==> config.mk <==
export PLATFORM = sky130hd
export DESIGN_NAME = pzr_ramp
export DESIGN_NICKNAME = d
export VERILOG_FILES = /design/src/pzr_pkg.sv /design/src/pzr_ramp.sv
export SDC_FILE = /design/constraint.sdc
export NUM_CORES = 1
export LEC_CHECK = 0
export ABC_AREA = 1
export BUFFER_PORTS_ARGS = -buffer_cell sky130_fd_sc_hd__buf_4
export CAP_MARGIN = 20
export CORE_MARGIN = 1.5
export CORE_UTILIZATION = 23
export DETAILED_ROUTE_END_ITERATION = 8
export PLACE_DENSITY = 0.42
export SLEW_MARGIN = 15
export SYNTH_ARGS = -nofsm -noshare
export SYNTH_HDL_FRONTEND = slang
export SYNTH_SLANG_ARGS = --single-unit
==> constraint.sdc <==
create_clock -name clk -period 7.5 [get_ports clk]
set_input_delay 1.125 -clock clk [delete_from_list [all_inputs] [get_ports clk]]
set_output_delay 1.125 -clock clk [all_outputs]
set_load 0.1 [all_outputs]
==> src/pzr_pkg.sv <==
// ----------------------------------------------------------------------------
// pzr_pkg : shared types and constants for the pan/zoom velocity ramp
// Field widths, register indexes, reset values and the velocity ramp step.
// ----------------------------------------------------------------------------
`timescale 1ns / 1ps
`default_nettype none

package pzr_pkg;

  // Field widths
  localparam int ACC_W  = 16;   // accel_step, velocity_limit
  localparam int VEL_W  = 17;   // signed velocity
  localparam int POS_W  = 32;   // signed Q16.16 centre
  localparam int EXT_W  = 31;   // unsigned Q15.16 half extent
  localparam int DATA_W = 32;   // configuration data
  localparam int ADDR_W = 5;    // six registers at 4-byte spacing
  localparam int IDX_W  = 3;

  localparam int VEL_FRAC_BITS_DEF = 16;

  // Register indexes
  localparam logic [IDX_W-1:0] REG_ACCEL   = 3'd0;
  localparam logic [IDX_W-1:0] REG_LIMIT   = 3'd1;
  localparam logic [IDX_W-1:0] REG_START_X = 3'd2;
  localparam logic [IDX_W-1:0] REG_START_Y = 3'd3;
  localparam logic [IDX_W-1:0] REG_START_W = 3'd4;
  localparam logic [IDX_W-1:0] REG_START_H = 3'd5;

  // Reset values
  localparam logic [ACC_W-1:0] ACCEL_RST = 16'd655;
  localparam logic [ACC_W-1:0] LIMIT_RST = 16'd6553;
  localparam logic [EXT_W-1:0] EXT_ONE   = 31'd65536;

  typedef struct packed {
    logic        [ACC_W-1:0] accel;
    logic        [ACC_W-1:0] limit;
    logic signed [POS_W-1:0] start_x;
    logic signed [POS_W-1:0] start_y;
    logic        [EXT_W-1:0] start_w;
    logic        [EXT_W-1:0] start_h;
  } cfg_t;

  typedef struct packed {
    logic load;
    logic move_up;
    logic move_down;
    logic move_left;
    logic move_right;
    logic zoom_in;
    logic zoom_out;
  } cmd_t;

  // Velocities handed from the ramp stage to the integration stage
  typedef struct packed {
    logic                    load;
    logic signed [VEL_W-1:0] vx;
    logic signed [VEL_W-1:0] vy;
    logic signed [VEL_W-1:0] vz;
  } vel_stage_t;

  // One axis of the ramp: step toward the command and clamp, or decay to zero
  function automatic logic signed [VEL_W-1:0] ramp_vel(
    input logic signed [VEL_W-1:0] v,
    input logic                    pos,
    input logic                    neg,
    input logic        [ACC_W-1:0] a,
    input logic        [ACC_W-1:0] lim
  );
    logic signed [VEL_W:0] n;
    logic signed [VEL_W:0] v_s;
    logic signed [VEL_W:0] a_s;
    logic signed [VEL_W:0] l_s;
    v_s = {v[VEL_W-1], v};
    a_s = $signed({{(VEL_W+1-ACC_W){1'b0}}, a});
    l_s = $signed({{(VEL_W+1-ACC_W){1'b0}}, lim});
    if (pos != neg) begin
      n = pos ? v_s + a_s : v_s - a_s;
      if (n > l_s) n = l_s;
      else if (n < -l_s) n = -l_s;
    end else if (v_s > 0) begin
      n = v_s - a_s;
      if (n < 0) n = '0;
    end else if (v_s < 0) begin
      n = v_s + a_s;
      if (n > 0) n = '0;
    end else begin
      n = '0;
    end
    return n[VEL_W-1:0];
  endfunction

endpackage

`default_nettype wire

==> src/pzr_ramp.sv <==
// ----------------------------------------------------------------------------
// pzr_ramp : velocity ramp stage
// Holds the three axis velocities and steps them once per accepted beat.
// ----------------------------------------------------------------------------
`timescale 1ns / 1ps
`default_nettype none

module pzr_ramp (
  input  wire logic                 clk,
  input  wire logic                 rst_n,
  input  wire logic                 accept,
  input  wire logic                 advance,
  input  wire pzr_pkg::cmd_t        cmd,
  input  wire pzr_pkg::cfg_t        cfg,
  output logic                      stage_valid,
  output pzr_pkg::vel_stage_t       stage
);
  import pzr_pkg::*;

  logic                    valid_r;
  logic                    load_r;
  logic signed [VEL_W-1:0] vx_r, vy_r, vz_r;
  logic signed [VEL_W-1:0] vx_nxt, vy_nxt, vz_nxt;

  // Next velocities; load zeroes them
  always_comb begin
    if (cmd.load) begin
      vx_nxt = '0;
      vy_nxt = '0;
      vz_nxt = '0;
    end else begin
      vx_nxt = ramp_vel(vx_r, cmd.move_right, cmd.move_left, cfg.accel, cfg.limit);
      vy_nxt = ramp_vel(vy_r, cmd.move_up, cmd.move_down, cfg.accel, cfg.limit);
      vz_nxt = ramp_vel(vz_r, cmd.zoom_out, cmd.zoom_in, cfg.accel, cfg.limit);
    end
  end

  // Update velocity state on each accepted beat
  always_ff @(posedge clk) begin
    if (!rst_n) begin
      valid_r <= 1'b0;
      load_r  <= 1'b0;
      vx_r    <= '0;
      vy_r    <= '0;
      vz_r    <= '0;
    end else begin
      if (accept) begin
        valid_r <= 1'b1;
        load_r  <= cmd.load;
        vx_r    <= vx_nxt;
        vy_r    <= vy_nxt;
        vz_r    <= vz_nxt;
      end else if (advance) begin
        valid_r <= 1'b0;
      end
    end
  end

  assign stage_valid = valid_r;
  assign stage.load  = load_r;
  assign stage.vx    = vx_r;
  assign stage.vy    = vy_r;
  assign stage.vz    = vz_r;

endmodule

`default_nettype wire

---- Word-level counts from Yosys, hierarchy flattened ----
Index checks and enable logic that the tools add are counted.
storage, ports and cells
  register bits ........................... 53
  latch bits .............................. 0
  memory bits (writable) .................. 0
  memory bits (read-only) ................. 0
  input bits .............................. 169
  output and inout bits ................... 53
  word-level logic and storage cells ...... 63
  memories kept ........................... 0
cells by class
  add/subtract/negate cells ............... 7
  multiply operators ...................... 0
  divide/modulo/power cells ............... 0
  order comparisons ....................... 18
  equality and inequality tests ........... 3
  shift-type cells ........................ 0
  multiplexer cells ....................... 29
  bitwise logic cells ..................... 0
  reduce and logical (&&, ||, !) cells .... 1
operators by type and width
  operator             count
  $mux 17              24
  $add 17x17->18       3
  $gt 18x1->1 const B  3
  $gt 18x17->1         3
  $lt 18x1->1 const B  3
  $lt 18x18->1         3
  $mux 18              3
  $sub 17x17->18       3
  $gt 17x1->1 const B  3
  $lt 17x1->1 const B  3
  $neg 16->18          1
  $ne 1x1->1           3
  $mux 1               2
  $reduce_bool 2->1    1

---- Depth between registers and ports, before layout ----
  word-level depth ........................ 7
  gate-level depth with buffers ........... 37
  depth with buffers taken out ............ 34

---- Worst setup path after synthesis ----
No wires, ideal clock.
  path kind ............................... in2reg
  start ................................... input port cfg[152] in the netlist's numbering
  end ..................................... register vx_r[1]
  setup time .............................. 0.132 ns
  arrival ................................. 4.344 ns
  required time ........................... 7.368 ns
  slack ................................... 3.024 ns
  stages .................................. 29
  path buffers ............................ 3
  path through ............................ inv_1 -> ha_1 -> buf_4 -> nor2_1 -> nand2_1 -> nor2_1 -> nand2_2 -> nand3_2 -> nand2_1 -> nand2_1 -> nand2_1 -> nand2_2 -> buf_2 -> inv_1 -> ha_1 -> nand2_1 -> o21bai_1 -> nand2_1 -> a21oi_1 -> nand4_2 -> nand2_2 -> buf_4 -> nand2_1 -> nand2_1 -> a21oi_1 -> nor2_1 -> nor2_1 -> nand2_1 -> a21oi_1
between the ends
  longest elaborated chain between the ends .. 7
  elaborated cells on any way between the ends .. 15
  classes of those cells .................. add/sub (2); order compare (4); mux (9)
RTL lines
  what                                              RTL line                                     source
  start, declared                                   pzr_ramp.sv:14                               input wire pzr_pkg::cfg_t cfg,
  $add 17x17->18 or $sub 17x17->18 (tied branches)  pzr_pkg.sv:77, pzr_pkg.sv:84, pzr_pkg.sv:81
  $gt 18x1->1 or $mux 18 (tied branches)            pzr_pkg.sv:85, pzr_pkg.sv:77
  $mux 17 or $lt 18x18->1 (tied branches)           pzr_pkg.sv:85, pzr_pkg.sv:79
  $mux 17, on equally long branches                 pzr_pkg.sv:83, pzr_pkg.sv:79
  $mux 17, on equally long branches                 pzr_pkg.sv:80, pzr_pkg.sv:78
  $mux 17 *                                         pzr_pkg.sv:76                                if (pos != neg) begin
  $mux 17 *                                         pzr_ramp.sv:27                               if (cmd.load) begin
  end signal, assigned                              pzr_ramp.sv:50                               vx_r <= vx_nxt;
  end, declared                                     pzr_ramp.sv:22                               logic signed [VEL_W-1:0] vx_r, vy_r, vz_r;
Mark *: on every way between the ends. The rest lies on a longest branch, timed or not.
A chain may end at the register's enable or synchronous reset.

---- Final worst setup path ----
  start ................................... input port cfg[144] in the netlist's numbering
  end ..................................... register vz_r[7]
between the ends
  longest elaborated chain between the ends .. 7
  elaborated cells on any way between the ends .. 15
  classes of those cells .................. add/sub (2); order compare (4); mux (9)
RTL lines
  what                                              RTL line                                     source
  $add 17x17->18 or $sub 17x17->18 (tied branches)  pzr_pkg.sv:77, pzr_pkg.sv:84, pzr_pkg.sv:81
  $gt 18x1->1 or $mux 18 (tied branches)            pzr_pkg.sv:85, pzr_pkg.sv:77
  $mux 17 or $lt 18x18->1 (tied branches)           pzr_pkg.sv:85, pzr_pkg.sv:79
  $mux 17, on equally long branches                 pzr_pkg.sv:83, pzr_pkg.sv:79
  $mux 17, on equally long branches                 pzr_pkg.sv:80, pzr_pkg.sv:78
  $mux 17 *                                         pzr_pkg.sv:76
  $mux 17 *                                         pzr_ramp.sv:27
  end signal, assigned                              pzr_ramp.sv:52                               vz_r <= vz_nxt;
  end, declared                                     pzr_ramp.sv:22
Marks and branches as above.

==> flow_summary.yaml <==
drt:
  wire_per_inst_um: 19.7
  drt-pass1-iter-count: 6
  post-route-drc-count: 0
  wl_um: 72400
  drtAntennaViolNets: 0
  vias: 17500
  drtIter0Drc: 1601
  vias_per_cell: 4.77
worst_setup_path:
  cp-end-kind: "flop"
  arrival_ps: 6170
  path_class: "in2reg"
  r2r-start: "vz_r[0]"
  cpPeakStageDelay_ps: 620
  cp.required_ps: 7770
  crit_top_cell: "nand2_1"
  path_max_fanout: 24
  slowest_stage: "ha_1"
  critPathLaunchType: "input pin"
  crit_start: "cfg[144]"
clock_tree:
  cts_tree: "done"
  cts.clk_slew.worst_paths_ps: 100
  cts_setup_buffers: 0
  cts_root_buf: "clkbuf_16"
  cts_sinks: 53
  cts_inserted_buffers: 5
  cts_resized: 0
  h-tree-depth: 2
  postCtsHoldBufs: 0
  clk_latency_ps: 350
  cts.path.max_buffers: 2
logic_synthesis:
  synthTopCellsByArea: "nand2_1 24%, ha_1 16%, nand3_1 10%"
  ys_types: 47
  synth_nets: 3162
  ys.flop_type: "dfxtp_1"
  async_flop_share: 0
  synth_seq_cells: 53
  yosys_warnings: 0
  syn_avg_cell_area_um2: 5.39
  synth-edff-count: 0
  netlist_instances: 2791
  yosysTopAreaCell: "nand2_1"
  synth.top_cell.area_share: 0.243
  synth_area_um2: 15100
  seq_area_frac_synth: 0.0705
sta:
  hold_violations: 0
  rsz0062_at_grt: "no"
  relSlewSlack: 0.345
  skew_ps: 9.50
  slew_violations: 0
  setup_viol_count_final: 0
  tightest_slew_ps: 980
  timing.fmax_mhz: 170
  whs_ps: 468
  finalCritPeriodShare: 0.786
  layout_min_cycle_time_ps: 5900
  fin_setup_tns_ps: 0
floorplanning:
  fp.dieW_um: 259
  initial_core_util: 0.233
  coreArea_um2: 64600
  die_y_um: 259
  rows: 93
  die-area_um2: 67000
  io_pins: 222
finish:
  area_growth_pct: 9.87
  final_cell_mix: "975 x nand2_1, 397 x inv_1, 310 x nand3_1"
  drive_gt1_frac: 0.0794
  final_nets: 3191
  final_common_cell: "nand2_1"
  final.fill_count: 7611
  antenna_cells: 0
power_and_ir_drop:
  power_density_nw_per_um2: 131
  leakagePower_nw: 9.33
  irDropWorstVdd_mv: 0.0934
hold_path:
  hp-start: "stage_valid"
  hold_path.class: "reg2reg"
grt:
  grt_start_max_net_pins: 53
  grt_pass1_vias: 16000
  antenna_found_initial: 0
  grt.total_usage: 0.212
  grt_pass1_wl_um: 106000
  overflow: 0
place:
  numPortBuffers: 95
  post-dp-hpwl_um: 60200
  place_congestion: 0.949
run:
  drv_cap: 0
outcome:
  status: "completed"
cells by family (layout without fill, tap and decap cells):
group | Yosys count | count (layout) | share of synthesized area
AOI/OAI and AO/OA | 329 | 329 | 0.121
xor gates and xnor gates | 30 | 30 | 0.0175
adders and majority gates | 202 | 202 | 0.171
buffers and inverters | 519 | 549 | 0.145
DFF | 53 | 53 | 0.0705
and+or+nand+nor | 1658 | 1658 | 0.475
power by group:
group	total (mW)	switching, mW	internal (mW)	leakage (nW)
Combinational	1.54	1.10	0.439	8.83
Clock	0.288	0.163	0.125	0.0696
Sequential	0.336	0.0383	0.298	0.432
synthesized netlist by cell type (all sizes together) (4+ instances only):
master	number
xnor2	6
o21a	11
o211ai	6
a21oi	189
nor4	14
clkinv	7
a21o	6
nand3	317
a21boi	4
or2	5
ha	196
inv	423
and2	12
xor2	24
nor3	24
o21bai	13
nand3b	4
nand4	60
nand2	1006
nor2	213
fa	6
buf	62
o21ai	95
clkbuf	27
dfxtp	53
area by class of cell:
cell class | instances | area, um^2 | area share
multi-input cells | 2219 | 11800 | 0.714
inverters | 430 | 1620 | 0.0977
well taps | 855 | 1070 | 0.0647
flip-flops and latches | 53 | 1060 | 0.0641
repair buffers | 111 | 833 | 0.0504
clock buffers | 5 | 125 | 0.00756
clock inverters | 3 | 17.5 | 0.00106
per-stage QoR:
step            util  power [mW]  instances  setup slack (ps)  instance area (um^2)
6_report       0.256        2.17       3676              1600                 16500
5_1_grt        0.256        2.36       3676              1180                 16500
4_1_cts        0.256        2.16       3676              1730                 16500
3_5_place_dp   0.254        1.86       3668              1380                 16400
3_3_place_gp   0.254        1.87       3668              1350                 16400
2_1_floorplan      -        1.42       2791              3020                 15100
final timing paths:
check	to	slack, ps	cells past startpoint
min reg2reg	stage_valid	470	2
max	vz_r[7]	1600	29
max reg2reg	vz_r[7]	2060	29
min	stage_valid	470	2
metal layers:
metal	up-vias	global-route usage	share of wire
met5	-	0	0
met4	0	0.0478	0.022
met3	58	0.0187	0.054
met2	525	0.330	0.43
met1	7975	0.312	0.49
li1	8983	-	-
registers in the layout, indices dropped and copies added, names as in the netlist:
name         cells
vz_r            17
vx_r            17
load_r           1
vy_r            17
stage_valid      1
worst max-delay path: cells and delay by family:
kind	cells	cell delay (ps)
compound gates	4	1050
simple gates	17	2150
fa+ha+maj	2	980
buf+inv	6	840
(Power assumes the default switching activity.)
