### src/pzr_pkg.sv
// ----------------------------------------------------------------------------
// pzr_pkg : shared types and constants for the pan/zoom velocity ramp
// Field widths, register indexes, reset values and the velocity ramp step.
// ----------------------------------------------------------------------------
`timescale 1ns / 1ps
`default_nettype none

package pzr_pkg;

  // Field widths
  localparam int ACC_W  = 16;   // accel_step, velocity_limit
  localparam int VEL_W  = 17;   // signed velocity
  localparam int POS_W  = 32;   // signed Q16.16 centre
  localparam int EXT_W  = 31;   // unsigned Q15.16 half extent
  localparam int DATA_W = 32;   // configuration data
  localparam int ADDR_W = 5;    // six registers at 4-byte spacing
  localparam int IDX_W  = 3;

  localparam int VEL_FRAC_BITS_DEF = 16;

  // Register indexes
  localparam logic [IDX_W-1:0] REG_ACCEL   = 3'd0;
  localparam logic [IDX_W-1:0] REG_LIMIT   = 3'd1;
  localparam logic [IDX_W-1:0] REG_START_X = 3'd2;
  localparam logic [IDX_W-1:0] REG_START_Y = 3'd3;
  localparam logic [IDX_W-1:0] REG_START_W = 3'd4;
  localparam logic [IDX_W-1:0] REG_START_H = 3'd5;

  // Reset values
  localparam logic [ACC_W-1:0] ACCEL_RST = 16'd655;
  localparam logic [ACC_W-1:0] LIMIT_RST = 16'd6553;
  localparam logic [EXT_W-1:0] EXT_ONE   = 31'd65536;

  typedef struct packed {
    logic        [ACC_W-1:0] accel;
    logic        [ACC_W-1:0] limit;
    logic signed [POS_W-1:0] start_x;
    logic signed [POS_W-1:0] start_y;
    logic        [EXT_W-1:0] start_w;
    logic        [EXT_W-1:0] start_h;
  } cfg_t;

  typedef struct packed {
    logic load;
    logic move_up;
    logic move_down;
    logic move_left;
    logic move_right;
    logic zoom_in;
    logic zoom_out;
  } cmd_t;

  // Velocities handed from the ramp stage to the integration stage
  typedef struct packed {
    logic                    load;
    logic signed [VEL_W-1:0] vx;
    logic signed [VEL_W-1:0] vy;
    logic signed [VEL_W-1:0] vz;
  } vel_stage_t;

  // One axis of the ramp: step toward the command and clamp, or decay to zero
  function automatic logic signed [VEL_W-1:0] ramp_vel(
    input logic signed [VEL_W-1:0] v,
    input logic                    pos,
    input logic                    neg,
    input logic        [ACC_W-1:0] a,
    input logic        [ACC_W-1:0] lim
  );
    logic signed [VEL_W:0] n;
    logic signed [VEL_W:0] v_s;
    logic signed [VEL_W:0] a_s;
    logic signed [VEL_W:0] l_s;
    v_s = {v[VEL_W-1], v};
    a_s = $signed({{(VEL_W+1-ACC_W){1'b0}}, a});
    l_s = $signed({{(VEL_W+1-ACC_W){1'b0}}, lim});
    if (pos != neg) begin
      n = pos ? v_s + a_s : v_s - a_s;
      if (n > l_s) n = l_s;
      else if (n < -l_s) n = -l_s;
    end else if (v_s > 0) begin
      n = v_s - a_s;
      if (n < 0) n = '0;
    end else if (v_s < 0) begin
      n = v_s + a_s;
      if (n > 0) n = '0;
    end else begin
      n = '0;
    end
    return n[VEL_W-1:0];
  endfunction

endpackage

`default_nettype wire

### src/pzr_cfg.sv
// ----------------------------------------------------------------------------
// pzr_cfg : configuration registers
// APB-style register file for ramp rate, limit and start view.
// ----------------------------------------------------------------------------
`timescale 1ns / 1ps
`default_nettype none

module pzr_cfg (
  input  wire logic                       clk,
  input  wire logic                       rst_n,
  input  wire logic                       cfg_psel,
  input  wire logic                       cfg_penable,
  input  wire logic                       cfg_pwrite,
  input  wire logic [pzr_pkg::ADDR_W-1:0] cfg_paddr,
  input  wire logic [pzr_pkg::DATA_W-1:0] cfg_pwdata,
  output logic      [pzr_pkg::DATA_W-1:0] cfg_prdata,
  output logic                            cfg_pready,
  output pzr_pkg::cfg_t                   cfg
);
  import pzr_pkg::*;

  cfg_t             cfg_r;
  logic             wr_en;
  logic [IDX_W-1:0] idx;

  assign cfg_pready = 1'b1;
  assign wr_en      = cfg_psel && cfg_penable && cfg_pwrite;
  assign idx        = cfg_paddr[ADDR_W-1:2];
  assign cfg        = cfg_r;

  // Write on the access phase
  always_ff @(posedge clk) begin
    if (!rst_n) begin
      cfg_r.accel   <= ACCEL_RST;
      cfg_r.limit   <= LIMIT_RST;
      cfg_r.start_x <= '0;
      cfg_r.start_y <= '0;
      cfg_r.start_w <= EXT_ONE;
      cfg_r.start_h <= EXT_ONE;
    end else if (wr_en) begin
      case (idx)
        REG_ACCEL:   cfg_r.accel   <= cfg_pwdata[ACC_W-1:0];
        REG_LIMIT:   cfg_r.limit   <= cfg_pwdata[ACC_W-1:0];
        REG_START_X: cfg_r.start_x <= $signed(cfg_pwdata[POS_W-1:0]);
        REG_START_Y: cfg_r.start_y <= $signed(cfg_pwdata[POS_W-1:0]);
        REG_START_W: cfg_r.start_w <= cfg_pwdata[EXT_W-1:0];
        REG_START_H: cfg_r.start_h <= cfg_pwdata[EXT_W-1:0];
        default: ;
      endcase
    end
  end

  // Read back
  always_comb begin
    case (idx)
      REG_ACCEL:   cfg_prdata = {{(DATA_W-ACC_W){1'b0}}, cfg_r.accel};
      REG_LIMIT:   cfg_prdata = {{(DATA_W-ACC_W){1'b0}}, cfg_r.limit};
      REG_START_X: cfg_prdata = cfg_r.start_x;
      REG_START_Y: cfg_prdata = cfg_r.start_y;
      REG_START_W: cfg_prdata = {{(DATA_W-EXT_W){1'b0}}, cfg_r.start_w};
      REG_START_H: cfg_prdata = {{(DATA_W-EXT_W){1'b0}}, cfg_r.start_h};
      default:     cfg_prdata = '0;
    endcase
  end

endmodule

`default_nettype wire

### config.mk
export PLATFORM = sky130hd
export DESIGN_NAME = pzr_cfg
export DESIGN_NICKNAME = d
export VERILOG_FILES = /design/src/pzr_pkg.sv /design/src/pzr_cfg.sv
export SDC_FILE = /design/constraint.sdc
export NUM_CORES = 1
export LEC_CHECK = 0
export BUFFER_PORTS_ARGS = -buffer_cell sky130_fd_sc_hd__buf_2
export CAP_MARGIN = 30
export CORE_UTILIZATION = 40
export CTS_CLUSTER_SIZE = 8
export DETAILED_ROUTE_END_ITERATION = 10
export HOLD_SLACK_MARGIN = 0.03
export PLACE_DENSITY = 0.73
export SETUP_SLACK_MARGIN = 0.05
export SYNTH_ARGS = -nofsm -noshare
export SYNTH_HDL_FRONTEND = slang
export SYNTH_SLANG_ARGS = --single-unit
### constraint.sdc
create_clock -name clk -period 1.7 [get_ports clk]
set_input_delay 0.17 -clock clk [delete_from_list [all_inputs] [get_ports clk]]
set_output_delay 0.17 -clock clk [all_outputs]
set_load 0.1 [all_outputs]
# == Word level (Yosys, flattened, before mapping) ==
# Cells that the tools add are included.
# totals
wordCells,21
reg_bits,158
out_inout_bits,191
input_bits,42
# op_classes
n_reduce_logical,9
muxes,1
n_eq_ne,5
# ops
cell,n
$pmux 32 s6,1
$reduce_and 2->1,6
$eq 3x2->1 const B,2
$eq 3x3->1 const B,2
$eq 3x1->1 const B,1
$logic_not 3->1,1
$logic_and 1x1->1,2

# == Depth between registers and ports, before layout ==
# Gate-level depths: netlist of run 1.
# logic_depth
word_depth,3
ltp_mapped,6
mapped_depth_nobuf,3

# == Least setup slack after synthesis of run 1 ==
# No wires, ideal clock.
# synth_timing
kind,register -> output
start,"reg cfg_r, in the netlist cfg[10]"
end,out cfg_prdata[10] (netlist bit)
slack_ns,-1.923
path_buffers,0
t_arrival_ns,3.453
stages_incl_launch_ff,4
cell_sequence,dfxtp_1 > mux2_2 > a22oi_1 > o21ai_0
# synth_via
elab_chain_len,1
# synth_rtl
item,line,rtl
start: declaration,pzr_cfg.sv:22,cfg_t cfg_r;
$pmux 32 s6,pzr_cfg.sv:55,case (idx)
end: declaration,pzr_cfg.sv:16,"output logic [pzr_pkg::DATA_W-1:0] cfg_prdata,"
# No other way between the ends.

# == Worst setup path in the final report of run 1 ==
# layout_timing
start,"reg cfg_r, in the netlist cfg[71]"
end,out cfg_prdata[9] (netlist bit)
# The elaborated chain is that of the path after synthesis.

==> out/metrics.csv, run 1 <==
stage;metric;value;unit
outcome;status;finished with violations;
outcome;failing checks;negative setup slack;
worst_setup_path;Worst Path Buf+Inv;1;
clocking;clock tree from TritonCTS;yes;
final_layout;Largest register FFs;158;
floorplan;number of cell rows;48;
floorplan;Initial Utilization;40.9;%
worst_setup_path;maximum single-stage delay on the critical path;0.48;ns
grt;GR Layer Usage met1;30.9;%
detailed_routing;number of antenna-violating nets in the routed design;0;
yosys;synthesized net count;766;
worst_setup_path;largest fanout on the critical path;3;
timing;Slew Viols, Final;0;
power;Leak;4.83;nW
timing;RSZ-0062 raised after global routing;true;
clocking;clock-pin slew on the worst setup and hold paths;0.06;ns
yosys;number of flip-flops and latches in the synthesized netlist;158;
worst_setup_path;capturing element type of the critical path;output port;
final_layout;area growth from synthesis to layout;55.4;%
worst_setup_path;cell chain of the critical path;mux4_2, nand2_2, o21ai_4, buf_12;
placement;post-placement worst setup slack;-0.0551;ns
final_layout;layout cell share with drive strength beyond 1;58.3;%
detailed_routing;Via Count;6505;
timing;number of setup violations in the final report;6;
floorplan;die extent in y;135;um
yosys;synthesized netlist cell count;724;
grt;first-pass GRT wire length;36.2;mm
clocking;source-to-sink clock delay at the later pin of the worst-skew pair;0.42;ns
yosys;sequential area share after synthesis;44.7;%
timing;min setup slack post-route;-0.0333;ns
final_layout;most common library cell in the layout ignoring fill and taps;sky130_fd_sc_hd__buf_2;
yosys;average footprint of a synthesized cell;9.76;sq um
detailed_routing;total routed wirelength;23.8;mm
detailed_routing;routed length per placed instance;19.3;um
power;maximum ir drop on the vdd rail;0.757;mV
placement;instance count after placement with tap cells included;1165;
timing;transition time of the tightest slew-check pin;0.523;ns
worst_setup_path;crit-path leading delay family;multiplexers;
grt;GR met2 Demand/Resource;45.3;%
worst_setup_path;type of the setup path with the least slack;reg -> out;
worst_setup_path;standard cell with the maximum stage delay on the critical path;sky130_fd_sc_hd__mux4_2;
placement;cell area after placement;9860;sq um
clocking;CTS buffer count;17;
clocking;number of clock sinks seen by CTS;158;
min_path;min-delay worst type;in -> reg;
floorplan;Boundary Pins;233;
yosys;top cells by area in the synthesized netlist;sky130_fd_sc_hd__dfxtp_1 45%, sky130_fd_sc_hd__mux2i_1 26%, sky130_fd_sc_hd__nand2_1 9.4%;
timing;Max Clock Skew;0;ns
timing;final hold violations;0;
flow_run;max-capacitance violation count;0;
yosys;area fraction of the dominant cell type after synthesis;44.7;%
final_layout;non-filler cells in the finished layout;1231;
yosys;post-synthesis cell type with the largest combined area;sky130_fd_sc_hd__dfxtp_1;
power;power density over the cells;786;nW/um^2
final_layout;final instance area;11000;sq um
timing;final critical-path share of the clock period;102;%
worst_setup_path;required time reported for the critical path endpoint;1.53;ns
worst_setup_path;worst endpoint data arrival time;1.56;ns
yosys;post-synthesis cell type count;31;
clocking;buffer levels on the longest clock path;2;
final_layout;top library cells by usage in the layout, fill and taps aside;194 x sky130_fd_sc_hd__buf_2, 180 x sky130_fd_sc_hd__mux2i_1, 175 x sky130_fd_sc_hd__nand2_1;
grt;most utilized layer in the global route result;met2;
grt;global routing usage on met3;8.26;%
placement;count of input and output buffers;229;
timing;headroom to the max-slew limit;65.4;%
yosys;synth warn;0;
grt;maximum number of pins on one net before global-route repair;57;
detailed_routing;post-DR vias/cell;5.28;
floorplan;die width;135;um
yosys;post-synth design cell area;7070;sq um
grt;antenna violations before repair;1;
placement;final weighted congestion of routability-driven global placement;0.890;
detailed_routing;initial detailed-routing violation count;289;
placement;estimated wirelength of the detail-placed design;16.1;mm
clocking;root buffer cell;sky130_fd_sc_hd__clkbuf_16;
final_layout;fill cell total of the finished layout;1368;
timing;highest clock rate;577;MHz
timing;Total Negative Setup Slacks;-0.104;ns
grt;total global routing track utilization;26.3;%
grt;total gr overflow;0;
timing;minimum clock period;1.73;ns
floorplan;Core Area;17300;sq um
worst_setup_path;kind of start point of the critical path;register;
detailed_routing;number of optimization iterations in the first detailed-route pass;5;
grt;number of global-route vias before repair;6527;
detailed_routing;residual DRC count;0;
floorplan;DIE AREA;18200;sq um
timing;hold_ws;0.0627;ns
final_layout;Total Nets Final;1034;
clocking;number of H-tree levels;4;
routing by layer:
layer	wire length, um	up-vias
met2	11600	270
met5	0	-
met1	9740	3123
li1	-	3073
met3	1880	39
met4	510	0
final timing paths:
kind | start | end | slack [ns] | cells after the start
max | cfg[71] | cfg_prdata[9] | -0.03 | 4
min | cfg_pwdata[8] | cfg[134] | 0.06 | 3
max reg2reg | cfg[143] | cfg[143] | 0.90 | 3
min reg2reg | cfg[98] | cfg[98] | 0.46 | 2
worst min-delay path, stage by stage:
cell and delay (ns):
sky130_fd_sc_hd__buf_2 0.12, sky130_fd_sc_hd__inv_1 0.05, sky130_fd_sc_hd__o311ai_1 0.09
per-stage QoR:
step / power (mW) / utilization, %
after global placement: 4.89 / 57.0
final: 8.64 / 63.5
after CTS: 8.70 / 63.1
after floorplan: 4.55 / -
after global routing: 8.94 / 63.5
after detailed placement: 4.90 / 57.0
synth_stat cells (all sizes together):
cell and number:
nand2 177, clkbuf 28, a221o 3, nand2b 3
nor2b 3, mux2i 181, a32oi 9, buf 34
o311ai 8, nand4b 1, o22ai 17, o211ai 7
and2 2, mux4 2, a22oi 9, conb 1
nand4 1, or2 4, dfxtp 158, a221oi 4
mux2 21, o32ai 3, o21ai 26, nor2 6
inv 16
report_power, final:
| part | internal [mW] | total (mW) | switching, mW |
|---|---|---|---|
| Clock | 2.19 | 3.76 | 1.57 |
| Combinational | 0.362 | 1.17 | 0.806 |
| Sequential | 3.69 | 3.72 | 0.0246 |
what timing repair did:
| action | in CTS | in global routing |
|---|---|---|
| endpoints found under the setup margin | 26 | 22 |
| buffers inserted | 25 | 2 |
| hold endpoints to repair | 9 | 0 |
| pin swaps | 24 | 7 |
| gates resized for setup | 47 | 11 |
| hold buffers | 6 | 0 |
layout make-up:
type	count	area [sq um]	area share [%]
multi-input cells	488	4120	37.5
flip-flops and latches	158	3430	31.2
repair buffers	311	2500	22.8
clock buffers	21	482	4.38
well taps	225	282	2.56
clock inverters	11	104	0.945
inverters	16	60.1	0.547
diodes	1	2.50	0.0228
cells by family (layout without fill, tap and decap cells):
group	Yosys count	count (layout)	synth area share (%)
mux	204	204	29.6
simple gates	197	197	11.5
flops	158	158	44.7
compound gates	86	86	8.44
buf+inv	78	359	5.63
other cells	1	2	0.0530
Note: power is estimated with default switching activity, not from simulation.
==> run 2: changes to the inputs <==
==> constraint.sdc (replaced) <==
create_clock -name clk -period 1.7 [get_ports clk]
set_input_delay 0.17 -clock clk [delete_from_list [all_inputs] [get_ports clk]]
set_output_delay 0.17 -clock clk [all_outputs]
set_load 0.05 [all_outputs]
==> run 2 against run 1 <==
  * The run now ends clean
  * Routed wire length is 3.5% lower
  * Die area stayed put
  * Final area is 10% lower
  * Clock power is 11% higher
  * Setup slack better by 0.071 ns
  * Global-route usage is 1.4 points lower
  * Clock-buffer cell count stayed put
  * Critical path depth stayed put
  * Power is 1.7% higher
  * Non-clock buffer count is 17 lower
  * Worst hold slack worse by 0.028 ns
  * Final cell count is 1.5% lower
==> out/metrics.csv, run 2 (synthesis gave the netlist of run 1 again) <==
stage;metric;value;unit
final_layout;Antenna Cells;0;
power;switching share of total power;24.1;%
worst_setup_path;worst setup slack for register-to-register paths;0.93;ns
floorplan;Initial Utilization;40.9;%
timing;minimum clock period;1.66;ns
detailed_routing;total routed wirelength;22.9;mm
timing;highest clock rate;601;MHz
grt;antenna violations before repair;0;
final_layout;non-filler cells in the finished layout;1213;
placement;final weighted congestion of routability-driven global placement;0.821;
clocking;clock-pin slew on the worst setup and hold paths;0.06;ns
placement;instance count after placement with tap cells included;1165;
worst_setup_path;largest fanout on the critical path;2;
detailed_routing;post-DR vias/cell;5.34;
floorplan;number of cell rows;48;
worst_setup_path;worst reg2reg path depth;3;
final_layout;final instance area;9880;sq um
clocking;clock tree from TritonCTS;yes;
clocking;root buffer cell;sky130_fd_sc_hd__clkbuf_16;
detailed_routing;initial detailed-routing violation count;263;
worst_setup_path;type of the setup path with the least slack;reg -> out;
final_layout;most common library cell in the layout ignoring fill and taps;sky130_fd_sc_hd__buf_2;
power;Leak;4.56;nW
detailed_routing;residual DRC count;0;
detailed_routing;Via Count;6475;
min_path;source of the worst hold timing path;cfg_pwdata[1];
placement;cell area after placement;8840;sq um
final_layout;layout cell share with drive strength beyond 1;42.5;%
worst_setup_path;required time reported for the critical path endpoint;1.53;ns
timing;Max Clock Skew;0;ns
final_layout;fill cell total of the finished layout;1506;
outcome;status;completed;
power;power density over the cells;889;nW/um^2
final_layout;area growth from synthesis to layout;39.8;%
worst_setup_path;worst reg2reg startpoint;cfg[129];
worst_setup_path;capturing element type of the critical path;output port;
timing;RSZ-0062 raised after global routing;true;
flow_run;max-capacitance violation count;0;
min_path;min-delay worst type;in -> reg;
final_layout;area taken by flip-flops and latches;3190;sq um
grt;maximum number of pins on one net before global-route repair;60;
min_path;number of cells on the worst hold path;3;
final_layout;Largest register FFs;158;
worst_setup_path;kind of start point of the critical path;register;
floorplan;die extent in y;135;um
clocking;source-to-sink clock delay at the later pin of the worst-skew pair;0.42;ns
power;maximum ir drop on the vdd rail;0.675;mV
floorplan;die width;135;um
clocking;buffer levels on the longest clock path;2;
grt;total gr overflow;0;
clocking;number of H-tree levels;4;
final_layout;Total Nets Final;1017;
timing;hold_ws;0.0351;ns
power;clock group share of total power;47.4;%
min_path;Endpoint, Worst Hold;cfg[143];
timing;final hold violations;0;
worst_setup_path;worst endpoint data arrival time;1.49;ns
power;sequential cell fraction of total power;42.8;%
placement;estimated wirelength of the detail-placed design;16.0;mm
worst_setup_path;capture instance of the worst register-to-register path;cfg[129];
placement;count of input and output buffers;229;
power;internal power;6.67;mW
timing;final critical-path share of the clock period;97.8;%
final_layout;top library cells by usage in the layout, fill and taps aside;212 x sky130_fd_sc_hd__buf_2, 180 x sky130_fd_sc_hd__mux2i_1, 175 x sky130_fd_sc_hd__nand2_1;
clocking;number of clock sinks seen by CTS;158;
grt;number of global-route vias before repair;6150;
power;Sw Pwr;2.12;mW
floorplan;DIE AREA;18200;sq um
clocking;CTS buffer count;17;
detailed_routing;routed length per placed instance;18.9;um
grt;total global routing track utilization;24.9;%
final_layout;post-route core utilization;57.1;%
power;logic gate share of total power;9.9;%
final_layout;area used by multi-input combinational logic;3790;sq um
grt;first-pass GRT wire length;34.3;mm
timing;number of setup violations in the final report;0;
timing;Slew Viols, Final;0;
floorplan;Core Area;17300;sq um
floorplan;Boundary Pins;233;
detailed_routing;number of optimization iterations in the first detailed-route pass;5;
detailed_routing;number of antenna-violating nets in the routed design;0;
[run 2: per-layer routing]
layer | up-vias | routed length, um | global-route usage, %
li1 | 3034 | - | -
met1 | 3147 | 9730 | 30.6
met2 | 259 | 11100 | 42.0
met3 | 35 | 1680 | 6.46
met4 | 0 | 474 | 8.86
met5 | - | 0 | 0
[run 2: worst max-delay path, stage by stage, from the launching register on]
cell and delay (ns):
sky130_fd_sc_hd__dfxtp_2 0.32, sky130_fd_sc_hd__mux4_2 0.47, sky130_fd_sc_hd__nand2_2 0.08, sky130_fd_sc_hd__o21ai_2 0.05, sky130_fd_sc_hd__buf_6 0.15
[run 2: worst max path at each step]
| stage | cells after the start | end | startpoint | slack [ns] |
|---|---|---|---|---|
| after floorplan | 5 | cfg_prdata[20] | cfg_paddr[2] | -0.15 |
| after global placement | 6 | cfg_prdata[11] | cfg_paddr[3] | 0.02 |
| after detailed placement | 6 | cfg_prdata[11] | cfg_paddr[3] | 0.005 |
| after CTS | 4 | cfg_prdata[9] | cfg[71] | 0.02 |
| after global routing | 4 | cfg_prdata[9] | cfg[71] | -0.01 |
| final | 4 | cfg_prdata[9] | cfg[71] | 0.04 |
[run 2: through the flow]
step	worst slack, ns	total power [mW]	setup TNS (ns)
floorplan	-0.145	4.35	-0.657
global placement	0.0161	4.64	0
detailed placement	0.00518	4.65	0
CTS	0.0209	8.82	0
global route	-0.0120	9.05	-0.0251
finish	0.0373	8.79	0
[run 2: what timing repair did]
item | 4_1_cts | 5_1_grt
pin swaps | 9 | 8
hold buffers | 4 | 0
setup buffers | 9 | 3
endpoints found under the setup margin | 16 | 21
resized for setup | 40 | 39
hold endpoints to repair | 4 | 0
[run 2: area by class of cell]
| type | instances | area share [%] |
|---|---|---|
| timing repair buffer | 294 | 19.4 |
| tap | 225 | 2.85 |
| sequential | 158 | 32.3 |
| multi-input combinational | 488 | 38.4 |
| clock inverter | 11 | 1.89 |
| inverter | 16 | 0.608 |
| clock buffer | 21 | 4.56 |
[run 2: power by group through the flow]
| stage | Clock (mW) | Combinational (mW) | Sequential [mW] |
|---|---|---|---|
| after global placement | 0 | 0.804 | 3.84 |
| after global routing | 4.38 | 0.911 | 3.76 |
| after detailed placement | 0 | 0.811 | 3.84 |
| final | 4.16 | 0.867 | 3.76 |
| after CTS | 4.22 | 0.844 | 3.75 |
| after floorplan | 0 | 0.418 | 3.94 |
==> run 3: changes to the inputs <==
--- a/config.mk
+++ b/config.mk
@@ -7,11 +7,11 @@
 export LEC_CHECK = 0
 export BUFFER_PORTS_ARGS = -buffer_cell sky130_fd_sc_hd__buf_2
 export CAP_MARGIN = 30
-export CORE_UTILIZATION = 40
-export CTS_CLUSTER_SIZE = 8
+export CORE_UTILIZATION = 51
+export CTS_CLUSTER_SIZE = 20
 export DETAILED_ROUTE_END_ITERATION = 10
 export HOLD_SLACK_MARGIN = 0.03
-export PLACE_DENSITY = 0.73
+export PLACE_DENSITY = 0.87
 export SETUP_SLACK_MARGIN = 0.05
 export SYNTH_ARGS = -nofsm -noshare
 export SYNTH_HDL_FRONTEND = slang
==> run 3 against run 2 <==
  * Register-to-register slack better by 0.03 ns
  * Final cell count down 5.2%
  * Final area down 3.6%
  * Die area down 21%
  * Power down 5.7%
  * Via count about the same
  * Clock skew unchanged
  * Setup slack worse by 0.037 ns
  * Flip-flop and latch count unchanged
  * Worst hold slack better by 0.0089 ns
  * Clock-buffer cell count up 1
  * Critical path type unchanged
  * Critical endpoint is now cfg_prdata[5]
  * Largest power group is now registers
==> out/metrics.csv, run 3 (synthesis gave the netlist of run 1 again) <==
stage;metric;value;unit
power;power density over the cells;870;nW/um^2
timing;min setup slack post-route;0.000110;ns
worst_setup_path;kind of start point of the critical path;register;
final_layout;Largest register FFs;158;
clocking;CTS buffer count;17;
grt;first-pass GRT wire length;33.7;mm
floorplan;Core Area;13400;sq um
clocking;number of clock sinks seen by CTS;158;
worst_setup_path;worst endpoint data arrival time;1.53;ns
placement;count of input and output buffers;229;
min_path;number of cells on the worst hold path;3;
timing;final critical-path share of the clock period;100;%
worst_setup_path;worst reg2reg path depth;2;
final_layout;fill cell total of the finished layout;984;
final_layout;Antenna Cells;0;
timing;Max Clock Skew;0;ns
timing;hold_ws;0.0440;ns
floorplan;die width;120;um
timing;Slew Viols, Final;0;
clocking;source-to-sink clock delay at the later pin of the worst-skew pair;0.42;ns
timing;RSZ-0062 raised after global routing;true;
placement;estimated wirelength of the detail-placed design;15.2;mm
grt;total global routing track utilization;30.5;%
worst_setup_path;capture instance of the worst register-to-register path;cfg[147];
worst_setup_path;Worst Path Buf+Inv;1;
final_layout;area growth from synthesis to layout;34.8;%
worst_setup_path;type of the setup path with the least slack;reg -> out;
power;maximum ir drop on the vdd rail;0.783;mV
floorplan;Boundary Pins;233;
worst_setup_path;required time reported for the critical path endpoint;1.53;ns
grt;number of global-route vias before repair;6399;
placement;post-placement worst setup slack;0.00835;ns
floorplan;die extent in y;120;um
worst_setup_path;worst setup slack for register-to-register paths;0.96;ns
clocking;clock tree from TritonCTS;yes;
detailed_routing;number of antenna-violating nets in the routed design;0;
final_layout;area used by multi-input combinational logic;3720;sq um
clocking;clock-pin slew on the worst setup and hold paths;0.06;ns
floorplan;number of cell rows;42;
worst_setup_path;largest fanout on the critical path;3;
flow_run;max-capacitance violation count;0;
final_layout;Total Nets Final;1003;
timing;minimum clock period;1.70;ns
detailed_routing;number of optimization iterations in the first detailed-route pass;5;
final_layout;layout cell share with drive strength beyond 1;40.2;%
clocking;number of H-tree levels;4;
detailed_routing;post-DR vias/cell;5.63;
power;Leak;4.38;nW
min_path;source of the worst hold timing path;cfg_pwdata[4];
outcome;status;completed;
detailed_routing;initial detailed-routing violation count;565;
clocking;buffer levels on the longest clock path;2;
detailed_routing;routed length per placed instance;19.1;um
placement;final weighted congestion of routability-driven global placement;0.847;
floorplan;DIE AREA;14300;sq um
final_layout;most common library cell in the layout ignoring fill and taps;sky130_fd_sc_hd__buf_2;
power;overall power consumption;8.29;mW
worst_setup_path;cell chain of the critical path;mux2_2, a32oi_1, o21ai_2, buf_4;
min_path;Endpoint, Worst Hold;cfg[130];
detailed_routing;residual DRC count;0;
worst_setup_path;standard cell with the maximum stage delay on the critical path;sky130_fd_sc_hd__dfxtp_1;
timing;final hold violations;0;
detailed_routing;Via Count;6471;
min_path;min-delay worst type;in -> reg;
clocking;root buffer cell;sky130_fd_sc_hd__clkbuf_16;
worst_setup_path;capturing element type of the critical path;output port;
final_layout;top library cells by usage in the layout, fill and taps aside;210 x sky130_fd_sc_hd__buf_2, 181 x sky130_fd_sc_hd__mux2i_1, 175 x sky130_fd_sc_hd__nand2_1;
detailed_routing;total routed wirelength;22.0;mm
final_layout;area taken by flip-flops and latches;3180;sq um
worst_setup_path;maximum single-stage delay on the critical path;0.34;ns
timing;number of setup violations in the final report;0;
worst_setup_path;crit-path leading delay family;flip-flops;
grt;total gr overflow;0;
timing;highest clock rate;588;MHz
worst_setup_path;worst reg2reg startpoint;cfg[147];
grt;antenna violations before repair;0;
grt;maximum number of pins on one net before global-route repair;67;
floorplan;Initial Utilization;52.8;%
## run 3: changes by cell type in the layout (fill, tap and decap cells not counted), moves of 2 or more
cell and delta:
sky130_fd_sc_hd__dfxtp_1 +5, sky130_fd_sc_hd__buf_4 -4, sky130_fd_sc_hd__buf_6 -7, sky130_fd_sc_hd__clkinvlp_4 +5, sky130_fd_sc_hd__clkinv_2 -2, sky130_fd_sc_hd__bufinv_16 -3
sky130_fd_sc_hd__nor2b_2 +2, sky130_fd_sc_hd__buf_2 -2, sky130_fd_sc_hd__a32oi_1 +7, sky130_fd_sc_hd__a32oi_2 -7, sky130_fd_sc_hd__dfxtp_2 -5
## run 3: stage by stage
| stage | instance area [sq um] | TNS (ns) | cells | util [%] |
|---|---|---|---|---|
| floorplan | 7190 | -0.657 | 724 | - |
| detailed placement | 8740 | 0 | 1113 | 65.2 |
| CTS | 9430 | 0 | 1149 | 70.4 |
| finish | 9530 | 0 | 1150 | 71.1 |
| global placement | 8740 | 0 | 1113 | 65.2 |
| global route | 9530 | -0.175 | 1150 | 71.1 |
## run 3: power breakdown
part           total [mW]  internal, mW  switching (mW)
combinational       0.826         0.274           0.553
clock                3.71          2.19            1.51
sequential           3.76          3.73          0.0250
## run 3: worst max path at each step
| stage | startpoint | end | slack [ns] | cells after the start |
|---|---|---|---|---|
| final | cfg[147] | cfg_prdata[5] | 0.0001 | 4 |
| after global placement | cfg_paddr[3] | cfg_prdata[9] | 0.03 | 6 |
| after CTS | cfg[71] | cfg_prdata[9] | 0.004 | 4 |
| after global routing | cfg[99] | cfg_prdata[5] | -0.05 | 4 |
| after detailed placement | cfg_paddr[3] | cfg_prdata[9] | 0.008 | 6 |
| after floorplan | cfg_paddr[2] | cfg_prdata[20] | -0.15 | 5 |
## run 3: area by class of cell
type	instances	area share [%]
clock inverters	10	1.21
flip-flops and latches	158	33.4
clock buffers	22	4.76
inverters	16	0.630
repair buffers	280	18.7
multi-input cells	488	39.0
well taps	176	2.31
## run 3: timing repair
action,4_1_cts,5_1_grt
buffers inserted,1,1
pin swaps,3,4
hold buffers,3,0
endpoints found under the hold margin,4,0
setup endpoints to repair,13,17
resized for setup,29,32
## run 3: layer usage
layer | routed length (um) | vias to the layer above | GRT usage, %
met5 | 0 | - | 0
met4 | 487 | 0 | 11.3
met3 | 1720 | 34 | 9.03
met2 | 11000 | 292 | 54.2
met1 | 8720 | 3144 | 34.4
li1 | - | 3001 | -
## run 3: worst register-to-register path: cells and delay by family (launching register included)
family	cells	cell delay, ns
multiplexers	1	0.18
AND/OR/NAND/NOR	1	0.10
flip-flops	1	0.38
